### src/hw/rtl/i2c_memory_master_defines.svh
// ----------------------------------------------------------------------------
// I2C memory master assertion macros
// Assertion helpers that compile away when SYNTH is defined.
// ----------------------------------------------------------------------------
`ifndef I2C_MEMORY_MASTER_DEFINES_SVH
`define I2C_MEMORY_MASTER_DEFINES_SVH

`ifndef SYNTH
`define I2C_MM_ASSERT(lbl, clk, rst_n, prop, msg) \
    lbl: assert property (@(posedge clk) disable iff (!rst_n) prop) else $error(msg);
`define I2C_MM_ASSERT_NEXT(lbl, clk, rst_n, ante, cons, msg) \
    lbl: assert property (@(posedge clk) disable iff (!rst_n) (ante) |=> (cons)) \
        else $error(msg);
`else
`define I2C_MM_ASSERT(lbl, clk, rst_n, prop, msg)
`define I2C_MM_ASSERT_NEXT(lbl, clk, rst_n, ante, cons, msg)
`endif

`endif

### src/hw/rtl/i2c_mm_pkg.sv
// ----------------------------------------------------------------------------
// I2C memory master package
// Item and result types, command codes and bus phase encoding.
// ----------------------------------------------------------------------------
package i2c_mm_pkg;

    localparam logic [2:0] CMD_TICK  = 3'd0;
    localparam logic [2:0] CMD_WRITE = 3'd1;
    localparam logic [2:0] CMD_READ  = 3'd2;
    localparam logic [2:0] CMD_PROBE = 3'd3;
    localparam logic [2:0] CMD_LOAD  = 3'd4;

    localparam logic [1:0] OP_NONE  = 2'd0;
    localparam logic [1:0] OP_WRITE = 2'd1;
    localparam logic [1:0] OP_READ  = 2'd2;
    localparam logic [1:0] OP_PROBE = 2'd3;

    localparam logic [7:0] DEVICE_BYTE_RESET = 8'hDE;

    typedef enum logic [1:0] {
        KIND_DEVW = 2'd0,
        KIND_ADDR = 2'd1,
        KIND_DEVR = 2'd2,
        KIND_DATA = 2'd3
    } t_kind;

    typedef enum logic [20:0] {
        PH_IDLE      = 21'h000001,
        PH_ST_RELSDA = 21'h000002,
        PH_ST_RELSCL = 21'h000004,
        PH_ST_SDALOW = 21'h000008,
        PH_ST_SCLLOW = 21'h000010,
        PH_TX_DATA   = 21'h000020,
        PH_TX_SCLHI  = 21'h000040,
        PH_TX_SCLLO  = 21'h000080,
        PH_TX_REL    = 21'h000100,
        PH_TX_ACKHI  = 21'h000200,
        PH_TX_ACKLO  = 21'h000400,
        PH_WAIT      = 21'h000800,
        PH_RX_SCLHI  = 21'h001000,
        PH_RX_SCLLO  = 21'h002000,
        PH_MA_SDA    = 21'h004000,
        PH_MA_SCLHI  = 21'h008000,
        PH_MA_SCLLO  = 21'h010000,
        PH_MA_REL    = 21'h020000,
        PH_SP_SDALOW = 21'h040000,
        PH_SP_SCLHI  = 21'h080000,
        PH_SP_SDAHI  = 21'h100000
    } t_phase;

    typedef struct packed {
        logic [2:0]  cmd;
        logic        sda_in;
        logic [7:0]  write_data;
        logic [8:0]  byte_count;
        logic [15:0] mem_address;
    } t_item;

    typedef struct packed {
        logic       done_res;
        logic       busy_res;
        logic       ack_seen;
        logic       want_byte;
        logic       read_valid;
        logic [7:0] read_data;
        logic       sda_low;
        logic       scl_low;
    } t_result;

endpackage

### src/hw/rtl/i2c_mm_in_reg.sv
// ----------------------------------------------------------------------------
// I2C memory master input register
// Holds one accepted item until the engine consumes it.
// ----------------------------------------------------------------------------
module i2c_mm_in_reg (
    input  logic               i_clk,
    input  logic               i_rst_n,
    input  logic               i_valid,
    output logic               o_ready,
    input  i2c_mm_pkg::t_item  i_item,
    input  logic               i_take,
    output logic               o_valid,
    output i2c_mm_pkg::t_item  o_item
);
    import i2c_mm_pkg::*;

    logic  r_valid;
    t_item r_item;

    assign o_ready = !r_valid || i_take;
    assign o_valid = r_valid;
    assign o_item  = r_item;

    always_ff @(posedge i_clk) begin
        if (!i_rst_n) begin
            r_valid <= 1'b0;
        end else if (o_ready) begin
            r_valid <= i_valid;
        end
    end

    always_ff @(posedge i_clk) begin
        if (i_valid && o_ready) begin
            r_item <= i_item;
        end
    end

endmodule

### src/hw/rtl/i2c_mm_core.sv
// ----------------------------------------------------------------------------
// I2C memory master engine
// Bus phase sequencer: one phase step or command per item, with its result.
// ----------------------------------------------------------------------------
module i2c_mm_core #(
    parameter int MAX_BYTES     = 256,
    parameter int ADDRESS_BYTES = 2
) (
    input  logic                i_clk,
    input  logic                i_rst_n,
    input  logic                i_cfg_wr_en,
    input  logic [7:0]          i_cfg_wr_data,
    input  logic                i_step,
    input  i2c_mm_pkg::t_item   i_item,
    output i2c_mm_pkg::t_result o_result
);
    import i2c_mm_pkg::*;

    localparam int CNT_W = $clog2(MAX_BYTES + 1);
    localparam int AL_W  = $clog2(ADDRESS_BYTES + 1);
    localparam logic [CNT_W-1:0] CNT_ONE   = CNT_W'(1);
    localparam logic [CNT_W-1:0] CNT_ZERO  = '0;
    localparam logic [AL_W-1:0]  AL_ONE    = AL_W'(1);
    localparam logic [AL_W-1:0]  AL_ZERO   = '0;
    localparam logic [AL_W-1:0]  AL_START  = AL_W'(ADDRESS_BYTES);

    logic [7:0]       r_device_byte;
    t_phase           r_phase,        n_phase;
    logic [1:0]       r_operation,    n_operation;
    logic [3:0]       r_bit_counter,  n_bit_counter;
    logic [7:0]       r_shift_reg,    n_shift_reg;
    logic [CNT_W-1:0] r_bytes_left,   n_bytes_left;
    logic [15:0]      r_address_hold, n_address_hold;
    logic             r_byte_loaded,  n_byte_loaded;
    logic             r_retry_used,   n_retry_used;
    logic             r_last_ack,     n_last_ack;
    logic             r_scl_drive,    n_scl_drive;
    logic             r_sda_drive,    n_sda_drive;
    logic [AL_W-1:0]  r_addr_left,    n_addr_left;
    t_kind            r_byte_kind,    n_byte_kind;
    logic [7:0]       n_rd;
    logic             n_rv;
    logic             n_done;

    always_comb begin
        logic [31:0]      v_count;
        logic [3:0]       v_bc;
        logic [7:0]       v_sr;
        logic [CNT_W-1:0] v_bl;
        logic [AL_W-1:0]  v_k;
        logic [31:0]      v_ah;

        n_phase        = r_phase;
        n_operation    = r_operation;
        n_bit_counter  = r_bit_counter;
        n_shift_reg    = r_shift_reg;
        n_bytes_left   = r_bytes_left;
        n_address_hold = r_address_hold;
        n_byte_loaded  = r_byte_loaded;
        n_retry_used   = r_retry_used;
        n_last_ack     = r_last_ack;
        n_scl_drive    = r_scl_drive;
        n_sda_drive    = r_sda_drive;
        n_addr_left    = r_addr_left;
        n_byte_kind    = r_byte_kind;
        n_rd           = 8'd0;
        n_rv           = 1'b0;
        n_done         = 1'b0;

        v_count = {23'd0, i_item.byte_count};
        if (v_count == 32'd0) begin
            v_count = 32'd1;
        end
        if (v_count > 32'(MAX_BYTES)) begin
            v_count = 32'(MAX_BYTES);
        end
        v_bc = r_bit_counter + 4'd1;
        v_sr = {r_shift_reg[6:0], i_item.sda_in};
        v_bl = (r_bytes_left != CNT_ZERO) ? (r_bytes_left - CNT_ONE) : CNT_ZERO;
        v_k  = r_addr_left - AL_ONE;
        v_ah = {16'd0, r_address_hold};

        case (i_item.cmd)
            CMD_TICK: begin
                case (r_phase)
                    PH_ST_RELSDA: begin
                        n_sda_drive = 1'b0;
                        n_phase     = PH_ST_RELSCL;
                    end
                    PH_ST_RELSCL: begin
                        n_scl_drive = 1'b0;
                        n_phase     = PH_ST_SDALOW;
                    end
                    PH_ST_SDALOW: begin
                        n_sda_drive = 1'b1;
                        n_phase     = PH_ST_SCLLOW;
                    end
                    PH_ST_SCLLOW: begin
                        n_scl_drive   = 1'b1;
                        n_bit_counter = 4'd0;
                        n_phase       = PH_TX_DATA;
                        if (r_operation == OP_PROBE || r_addr_left == AL_ZERO) begin
                            n_shift_reg = r_device_byte + 8'd1;
                            n_byte_kind = KIND_DEVR;
                        end else begin
                            n_shift_reg = r_device_byte;
                            n_byte_kind = KIND_DEVW;
                        end
                    end
                    PH_WAIT: begin
                        if (r_byte_loaded) begin
                            n_byte_loaded = 1'b0;
                            n_bit_counter = 4'd0;
                            n_byte_kind   = KIND_DATA;
                            n_sda_drive   = !r_shift_reg[7];
                            n_phase       = PH_TX_SCLHI;
                        end
                    end
                    PH_TX_DATA: begin
                        n_sda_drive = !r_shift_reg[7];
                        n_phase     = PH_TX_SCLHI;
                    end
                    PH_TX_SCLHI: begin
                        n_scl_drive = 1'b0;
                        n_phase     = PH_TX_SCLLO;
                    end
                    PH_TX_SCLLO: begin
                        n_scl_drive   = 1'b1;
                        n_shift_reg   = {r_shift_reg[6:0], 1'b0};
                        n_bit_counter = v_bc;
                        n_phase       = (v_bc >= 4'd8) ? PH_TX_REL : PH_TX_DATA;
                    end
                    PH_TX_REL: begin
                        n_sda_drive = 1'b0;
                        n_phase     = PH_TX_ACKHI;
                    end
                    PH_TX_ACKHI: begin
                        n_scl_drive = 1'b0;
                        n_phase     = PH_TX_ACKLO;
                    end
                    PH_TX_ACKLO: begin
                        n_last_ack  = !i_item.sda_in;
                        n_scl_drive = 1'b1;
                        if (r_byte_kind == KIND_DEVR) begin
                            n_shift_reg   = 8'd0;
                            n_bit_counter = 4'd0;
                            n_phase       = PH_RX_SCLHI;
                        end else if (r_byte_kind == KIND_DATA) begin
                            n_bytes_left = v_bl;
                            n_phase      = (v_bl != CNT_ZERO) ? PH_WAIT : PH_SP_SDALOW;
                        end else if (r_addr_left != AL_ZERO) begin
                            n_addr_left   = v_k;
                            n_shift_reg   = 8'(v_ah >> {v_k, 3'b000});
                            n_byte_kind   = KIND_ADDR;
                            n_bit_counter = 4'd0;
                            n_phase       = PH_TX_DATA;
                        end else if (r_operation == OP_READ) begin
                            n_phase = PH_ST_RELSDA;
                        end else begin
                            n_byte_loaded = 1'b0;
                            n_phase       = PH_WAIT;
                        end
                    end
                    PH_RX_SCLHI: begin
                        n_scl_drive = 1'b0;
                        n_phase     = PH_RX_SCLLO;
                    end
                    PH_RX_SCLLO: begin
                        n_shift_reg   = v_sr;
                        n_scl_drive   = 1'b1;
                        n_bit_counter = v_bc;
                        if (v_bc >= 4'd8) begin
                            if (r_operation == OP_READ) begin
                                n_rd = v_sr;
                                n_rv = 1'b1;
                            end
                            n_bytes_left = v_bl;
                            n_phase      = PH_MA_SDA;
                        end else begin
                            n_phase = PH_RX_SCLHI;
                        end
                    end
                    PH_MA_SDA: begin
                        n_sda_drive = (r_bytes_left != CNT_ZERO);
                        n_phase     = PH_MA_SCLHI;
                    end
                    PH_MA_SCLHI: begin
                        n_scl_drive = 1'b0;
                        n_phase     = PH_MA_SCLLO;
                    end
                    PH_MA_SCLLO: begin
                        n_scl_drive = 1'b1;
                        n_phase     = PH_MA_REL;
                    end
                    PH_MA_REL: begin
                        n_sda_drive = 1'b0;
                        if (r_bytes_left != CNT_ZERO) begin
                            n_shift_reg   = 8'd0;
                            n_bit_counter = 4'd0;
                            n_phase       = PH_RX_SCLHI;
                        end else begin
                            n_phase = PH_SP_SDALOW;
                        end
                    end
                    PH_SP_SDALOW: begin
                        n_sda_drive = 1'b1;
                        n_phase     = PH_SP_SCLHI;
                    end
                    PH_SP_SCLHI: begin
                        n_scl_drive = 1'b0;
                        n_phase     = PH_SP_SDAHI;
                    end
                    PH_SP_SDAHI: begin
                        n_sda_drive = 1'b0;
                        if (r_operation == OP_PROBE && !r_last_ack && !r_retry_used) begin
                            n_retry_used = 1'b1;
                            n_bytes_left = CNT_ONE;
                            n_phase      = PH_ST_RELSDA;
                        end else begin
                            n_done      = 1'b1;
                            n_operation = OP_NONE;
                            n_phase     = PH_IDLE;
                        end
                    end
                    default: begin
                        n_phase = PH_IDLE;
                    end
                endcase
            end
            CMD_WRITE, CMD_READ, CMD_PROBE: begin
                if (r_phase == PH_IDLE) begin
                    n_operation   = i_item.cmd[1:0];
                    n_retry_used  = 1'b0;
                    n_byte_loaded = 1'b0;
                    n_bit_counter = 4'd0;
                    n_phase       = PH_ST_RELSDA;
                    if (i_item.cmd == CMD_PROBE) begin
                        n_bytes_left = CNT_ONE;
                        n_addr_left  = AL_ZERO;
                    end else begin
                        n_bytes_left   = v_count[CNT_W-1:0];
                        n_address_hold = i_item.mem_address;
                        n_addr_left    = AL_START;
                    end
                end
            end
            CMD_LOAD: begin
                if (r_phase == PH_WAIT && !r_byte_loaded) begin
                    n_shift_reg   = i_item.write_data;
                    n_byte_loaded = 1'b1;
                end
            end
            default: begin
            end
        endcase
    end

    always_comb begin
        o_result.scl_low    = n_scl_drive;
        o_result.sda_low    = n_sda_drive;
        o_result.read_data  = n_rd;
        o_result.read_valid = n_rv;
        o_result.want_byte  = (n_phase == PH_WAIT) && !n_byte_loaded;
        o_result.ack_seen   = n_last_ack;
        o_result.busy_res   = (n_phase != PH_IDLE);
        o_result.done_res   = n_done;
    end

    always_ff @(posedge i_clk) begin
        if (!i_rst_n) begin
            r_device_byte  <= DEVICE_BYTE_RESET;
            r_phase        <= PH_IDLE;
            r_operation    <= OP_NONE;
            r_bit_counter  <= 4'd0;
            r_shift_reg    <= 8'd0;
            r_bytes_left   <= CNT_ZERO;
            r_address_hold <= 16'd0;
            r_byte_loaded  <= 1'b0;
            r_retry_used   <= 1'b0;
            r_last_ack     <= 1'b0;
            r_scl_drive    <= 1'b0;
            r_sda_drive    <= 1'b0;
            r_addr_left    <= AL_ZERO;
            r_byte_kind    <= KIND_DEVW;
        end else begin
            if (i_cfg_wr_en) begin
                r_device_byte <= i_cfg_wr_data;
            end
            if (i_step) begin
                r_phase        <= n_phase;
                r_operation    <= n_operation;
                r_bit_counter  <= n_bit_counter;
                r_shift_reg    <= n_shift_reg;
                r_bytes_left   <= n_bytes_left;
                r_address_hold <= n_address_hold;
                r_byte_loaded  <= n_byte_loaded;
                r_retry_used   <= n_retry_used;
                r_last_ack     <= n_last_ack;
                r_scl_drive    <= n_scl_drive;
                r_sda_drive    <= n_sda_drive;
                r_addr_left    <= n_addr_left;
                r_byte_kind    <= n_byte_kind;
            end
        end
    end

endmodule

### src/hw/rtl/i2c_memory_master.sv
// ----------------------------------------------------------------------------
// I2C memory master
// Memory transaction engine for an I2C EEPROM with a multi-byte address.
// ----------------------------------------------------------------------------
// Each input item is a command or a tick that moves SCL and SDA by one bus
// phase, and each item yields exactly one result item with the pin drives and
// status. The block takes one item per clock cycle; each result passes through
// the input register, the phase sequencer that acts on the item and the
// result register behind it. While a result waits to be taken the sequencer
// holds, and the input stops once its register is full.
module i2c_memory_master #(
    parameter int MAX_BYTES     = 256,
    parameter int ADDRESS_BYTES = 2
) (
    input  logic        i_clk,
    input  logic        i_rst_n,
    input  logic        i_cfg_wr_en,
    input  logic [7:0]  i_cfg_wr_data,
    input  logic        s_axis_tvalid,
    output logic        s_axis_tready,
    // mem_address[15:0], byte_count[24:16], write_data[32:25], sda_in[33]
    input  logic [39:0] s_axis_tdata,
    // cmd[2:0]
    input  logic [2:0]  s_axis_tuser,
    output logic        m_axis_tvalid,
    input  logic        m_axis_tready,
    // scl_low[0], sda_low[1], read_data[9:2], read_valid[10], want_byte[11],
    // ack_seen[12], busy_res[13], done_res[14]
    output logic [15:0] m_axis_tdata
);
    import i2c_mm_pkg::*;

    `include "i2c_memory_master_defines.svh"

    t_item   s_item;
    t_item   q_item;
    logic    q_valid;
    logic    advance;
    t_result core_result;
    logic    r_out_valid;
    t_result r_out;

    assign s_item.cmd         = s_axis_tuser;
    assign s_item.sda_in      = s_axis_tdata[33];
    assign s_item.write_data  = s_axis_tdata[32:25];
    assign s_item.byte_count  = s_axis_tdata[24:16];
    assign s_item.mem_address = s_axis_tdata[15:0];

    assign advance = q_valid && (!r_out_valid || m_axis_tready);

    i2c_mm_in_reg u_in_reg (
        .i_clk   (i_clk),
        .i_rst_n (i_rst_n),
        .i_valid (s_axis_tvalid),
        .o_ready (s_axis_tready),
        .i_item  (s_item),
        .i_take  (advance),
        .o_valid (q_valid),
        .o_item  (q_item)
    );

    i2c_mm_core #(
        .MAX_BYTES     (MAX_BYTES),
        .ADDRESS_BYTES (ADDRESS_BYTES)
    ) u_core (
        .i_clk         (i_clk),
        .i_rst_n       (i_rst_n),
        .i_cfg_wr_en   (i_cfg_wr_en),
        .i_cfg_wr_data (i_cfg_wr_data),
        .i_step        (advance),
        .i_item        (q_item),
        .o_result      (core_result)
    );

    always_ff @(posedge i_clk) begin
        if (!i_rst_n) begin
            r_out_valid <= 1'b0;
        end else if (!r_out_valid || m_axis_tready) begin
            r_out_valid <= q_valid;
        end
    end

    always_ff @(posedge i_clk) begin
        if (advance) begin
            r_out <= core_result;
        end
    end

    assign m_axis_tvalid = r_out_valid;
    assign m_axis_tdata  = {1'b0, r_out};

    `I2C_MM_ASSERT(a_read_while_busy, i_clk, i_rst_n, (r_out_valid && r_out.read_valid) |-> r_out.busy_res, "read byte reported outside a transaction")
    `I2C_MM_ASSERT(a_done_idle, i_clk, i_rst_n, (r_out_valid && r_out.done_res) |-> (!r_out.busy_res && !r_out.read_valid), "done reported while still busy")
    `I2C_MM_ASSERT(a_want_busy, i_clk, i_rst_n, (r_out_valid && r_out.want_byte) |-> (r_out.busy_res && !r_out.done_res), "byte request outside a write")
    `I2C_MM_ASSERT_NEXT(a_step_fills, i_clk, i_rst_n, advance, r_out_valid, "processed item left no result")

endmodule
### config.mk
export PLATFORM = sky130hd
export DESIGN_NAME = i2c_memory_master
export DESIGN_NICKNAME = d
export VERILOG_FILES = /design/src/hw/rtl/i2c_mm_pkg.sv /design/src/hw/rtl/i2c_mm_in_reg.sv /design/src/hw/rtl/i2c_mm_core.sv /design/src/hw/rtl/i2c_memory_master.sv
export VERILOG_INCLUDE_DIRS = /design/src /design/src/hw/rtl
export SDC_FILE = /design/constraint.sdc
export NUM_CORES = 1
export LEC_CHECK = 0
export CORE_MARGIN = 3
export CORE_UTILIZATION = 60
export CTS_BUF_LIST = sky130_fd_sc_hd__clkbuf_4 sky130_fd_sc_hd__clkbuf_8
export DETAILED_ROUTE_END_ITERATION = 16
export DONT_BUFFER_PORTS = 1
export GPL_ROUTABILITY_DRIVEN = 0
export HOLD_SLACK_MARGIN = 0.12
export PLACE_DENSITY_LB_ADDON = 0.12
export SYNTH_ARGS = -nofsm -noshare
export SYNTH_HDL_FRONTEND = slang
export SYNTH_SLANG_ARGS = --single-unit
### constraint.sdc
create_clock -name i_clk -period 4 [get_ports i_clk]
set_input_delay 0.4 -clock i_clk [delete_from_list [all_inputs] [get_ports i_clk]]
set_output_delay 0.4 -clock i_clk [all_outputs]
set_load 0.02 [all_outputs]
### Yosys cells after proc, flatten, opt, wreduce, memory -nomap -nowiden

Cells that the tools add are included.

| operators by class | value |
|---|---|
| add/sub/neg operators | 4 |
| order comparisons | 2 |
| eq/ne operators | 55 |
| shift operators | 1 |
| multiplexer cells | 78 |
| bitwise operators | 1 |
| reduce and logical (&&, ||, !) cells | 43 |

Operators by type and width:

| operator | count |
|---|---|
| $pmux W21 S20 | 1 |
| $mux W21 | 5 |
| $mux W9 | 10 |
| $mux W8 | 6 |
| $eq A21 B12 Y1 const B | 2 |
| $pmux W21 S2 | 1 |
| $pmux W8 S5 | 1 |
| $mux W19 | 2 |
| $mux W2 | 15 |
| $pmux W9 S3 | 1 |
| $mux W4 | 6 |
| $eq A21 B1 Y1 const B | 1 |
| $eq A21 B10 Y1 const B | 1 |
| $eq A21 B11 Y1 const B | 1 |
| $eq A21 B13 Y1 const B | 1 |
| $eq A21 B14 Y1 const B | 1 |
| $eq A21 B15 Y1 const B | 1 |
| $eq A21 B16 Y1 const B | 1 |
| $eq A21 B17 Y1 const B | 1 |
| $eq A21 B18 Y1 const B | 1 |
| $eq A21 B19 Y1 const B | 1 |
| $eq A21 B2 Y1 const B | 1 |
| $eq A21 B20 Y1 const B | 1 |
| $eq A21 B21 Y1 const B | 1 |
| 60 further kinds | 121 |

| word-level totals | value |
|---|---|
| flip-flop bits (word level) | 131 |
| bits of input ports | 56 |
| output and inout bits | 18 |

### Depth between registers and ports, before layout

| logic depth | value |
|---|---|
| word-level depth | 10 |
| gate-level depth with buffers | 11 |

### Hierarchy

From an unflattened synthesis, not the netlist that was laid out.

| unflattened totals | value |
|---|---|
| cells, all modules | 697 |
| area, all modules | 6952.9 um^2 |

Modules (own cells, without submodules):

| module | instances | cells each | area an instance (um^2) | seq. area each (um^2) |
|---|---|---|---|---|
| i2c_mm_core | 1 | 634 | 5275.1 | 1541.5 |
| i2c_mm_in_reg | 1 | 42 | 1168.6 | 1131.1 |
| i2c_memory_master | 1 | 21 | 509.2 | 470.5 |

### Worst setup path before layout

No wires, ideal clock.

| timing | value |
|---|---|
| path kind | reg-to-reg |
| start | register u_core.r_phase[5] |
| end | register r_out, in the netlist m_axis_tdata[11], data pin |
| arrival time | 2303 ps |
| path slack | 1521 ps |
| cell stages (with the launch flop) | 11 |
| period minus slack after synthesis | 2479 ps |
| cell sequence | dfxtp_1 buf_6 or4_4 buf_6 nor4_4 nand4_2 nand4_1 nor4_1 a41oi_2 o21ai_1 nor4_1 |

RTL lines:

| item | line | source |
|---|---|---|
| from (decl) | i2c_mm_core.sv:28 | `t_phase r_phase, n_phase;` |
| from (signal assigned) | i2c_mm_core.sv:290 | `r_phase <= n_phase;` |
| to (signal assigned) | i2c_memory_master.sv:85 | `r_out <= core_result;` |
| to (decl) | i2c_memory_master.sv:41 | `t_result r_out;` |

==> summary.log <==
[global_route] via count of the first global-routing pass 5,482
[sta] ratio of final minimum period to clock period 80.8%
[synthesis] ranking of synthesized cells by instance count nand2_1, dfxtp_1, nor2_1
[detailed_routing] detailed-route via count 5,776
[die] core box area 0.0105 mm^2
[die] chip width 111 um
[power_and_ir_drop] Design Power 2960 uW
[synthesis] Synth top area share 23.9%
[synthesis] fraction of synthesis flops using an asynchronous set or reset pin 0%
[place] post-DP HPWL 11,400 um
[detailed_routing] TritonRoute pass-1 iters 7
[worst_setup_path] Worst EP required 4230 ps
[layout] Antenna Cells 0
[global_route] total overflow reported by the global router 0
[layout] share of final-layout standard cells stronger than drive strength 1 11.2%
[worst_setup_path] endpoint class of the critical path register
[worst_setup_path] maximum fanout count along the critical path 9
[synthesis] cell with the most instances after synthesis nand2_1
[detailed_routing] mean number of vias per cell 6.52
[clock_network] latest clock arrival within the worst-skew pair 460 ps
[clock_network] H-tree levels 4
[sta] setup violation total in the final timing report 0
[sta] unrepaired setup endpoints after global routing false
[synthesis] EDFF count, synth 52
[synthesis] Mean Syn Cell Area 9.57 um^2
[synthesis] number of standard cells after synthesis 691
[synthesis] sequential element share of the synthesized area 47.5%
[layout] flip-flop count of the largest register, all copies and words added 37
[global_route] GRT Resource Usage Total 28.5%
[sta] Peak Freq 310 MHz
[die] Boundary Pins 74
[synthesis] Post-Synthesis Cell Area 0.00661 mm^2
[synthesis] commonest register cell after synthesis dfxtp_1
[sta] hold_ws 164 ps
[worst_setup_path] class of the most critical setup path register to register
[detailed_routing] total routed wirelength 17,400 um
[sta] worst-case headroom to the max-slew limit 33.3%
[detailed_routing] Routed Antenna Nets 0
[place] Port Buf Inserts 0
[sta] shortest clock period the worst path allows after layout 3230 ps
[power_and_ir_drop] power density over the cells 389 mW/mm^2
[synthesis] Yosys warnings 0
[clock_network] clock transition time at the flip-flop clock pins of the worst setup and hold paths 80 ps
[power_and_ir_drop] Peak supply drop 0.000313 V
[die] area enclosed by the die boundary 0.0123 mm^2
[job] count of max-cap constraint violations 0
[synthesis] flop and latch count out of synthesis 131
[global_route] pin count of the biggest net entering global routing 55
[layout] filler cell count 739
[layout] Finished Core Util 72.3%
[worst_setup_path] Arr. time, crit path 3460 ps
[layout] final-stage net count 797
[sta] Worst Clk Skew 13.6 ps
[clock_network] number of CTS-inserted buffers 17
[clock_network] # clock sinks 131
[layout] synthesis-to-layout area growth 15.0%
[sta] sum of negative setup slack 0 ps
[sta] fin. max-slew vios 0
[clock_network] TritonCTS clock tree yes
[detailed_routing] Remaining DRCs 0
[worst_setup_path] kind of launch point of the worst setup path register
[die] Die Span Y 111 um
[worst_setup_path] worst reg-to-reg path cell count 8
[min_path] WHS Path Cells 2
[min_path] HP Class primary input to register
[detailed_routing] routed wirelength normalized by instance count 19.7 um
[outcome] outcome completed
[synthesis] most area-hungry cell type in the Yosys netlist dfxtp_1
[clock_network] quantity of gates resized following cts 0
[power_and_ir_drop] leakage 0.00272 uW
[sta] Worst-Margin Slew 1000 ps
[clock_network] clock root cell clkbuf_8
[sta] final count of hold timing violations 0
[detailed_routing] initial DRC count 544
[die] total number of placement rows 37
[die] starting density of the core 62.9%
[clock_network] maximum buffer depth of the clock tree 2
[global_route] initial antenna violation count 0
[global_route] global-route wire length before repair 28,000 um
[synthesis] top post-synthesis cells by area dfxtp_1, edfxtp_1, nand2_1
[synthesis] syn_nets 751
[synthesis] count of different cell masters after synthesis 85
critical path, stage by stage, from the launching register on:
cell and delay, ps:
dfxtp_1 410, nor4_1 570, nand4_1 350, nor3_2 530, a21oi_1 190, nor3b_1 240
a41oi_2 210, o21ai_1 100, nor4_1 400
routing by layer:
layer	track usage, %	vias to the layer above	wire (um)
li1	-	2672	-
met1	36.2	2714	7110
met2	46.4	331	8100
met3	8.08	59	1650
met4	10.7	0	563
met5	0	-	0
area by class of cell:
type / count / area (um^2) / share of cell area [%]
inverters: 13 / 48.8 / 0.642
repair buffers: 62 / 601 / 7.90
multi-input cells: 512 / 3230 / 42.5
clock inverters: 14 / 169 / 2.22
clock buffers: 18 / 241 / 3.18
flip-flops and latches: 131 / 3140 / 41.3
well taps: 136 / 170 / 2.24
kinds of logic (layout without fill, tap and decap cells):
| family | after synthesis | in the layout | share of synthesized area [%] |
|---|---|---|---|
| simple gates | 315 | 315 | 26.1 |
| compound gates | 155 | 155 | 16.4 |
| flops | 131 | 131 | 47.5 |
| buf+inv | 48 | 107 | 3.61 |
| mux | 24 | 24 | 3.77 |
| xor+xnor | 13 | 13 | 1.72 |
| fa+ha+maj | 4 | 4 | 0.757 |
| other cells | 1 | 1 | 0.0567 |
placed cells by master, fill, tap and decap left out, types with 9 or more instances in the layout:
| cell | instances |
|---|---|
| a21oi_1 | 49 |
| a22oi_1 | 11 |
| and2_1 | 10 |
| clkbuf_8 | 17 |
| dfxtp_1 | 79 |
| dlygate4sd3_1 | 54 |
| edfxtp_1 | 52 |
| inv_1 | 11 |
| mux2i_1 | 17 |
| nand2_1 | 84 |
| nand3_1 | 31 |
| nand4_1 | 20 |
| nor2_1 | 69 |
| nor3_1 | 18 |
| nor4b_1 | 9 |
| o21ai_0 | 28 |
| xor2_1 | 9 |
final timing paths:
check | startpoint | to | slack (ps)
min reg2reg | u_core.r_addr_left[1] | u_core.r_addr_left[1] | 450
max | u_core.r_phase[14] | m_axis_tdata[11] | 770
min | i_rst_n | u_core.r_bit_counter[2] | 160
max reg2reg | u_core.r_phase[14] | m_axis_tdata[11] | 770
power breakdown:
part           leakage, uW  internal, uW  switching, uW  total, uW
registers          0.00114          1440           49.6       1490
clock network     0.000205           582            582       1160
logic              0.00138           128            177        305
through the flow:
| step | worst slack, ps | cell area, um^2 | instances |
|---|---|---|---|
| floorplan | 1520 | 6610 | 691 |
| CTS | 1000 | 7600 | 886 |
| global placement | 1090 | 6650 | 800 |
| finish | 770 | 7600 | 886 |
| global route | 558 | 7600 | 886 |
| detailed placement | 1030 | 6650 | 800 |
what timing repair did:
| item | CTS | global route |
|---|---|---|
| hold endpoints to repair | 57 | 0 |
| hold buffers | 54 | 0 |
| buffers inserted | 0 | 0 |
(Power assumes the default switching activity.)
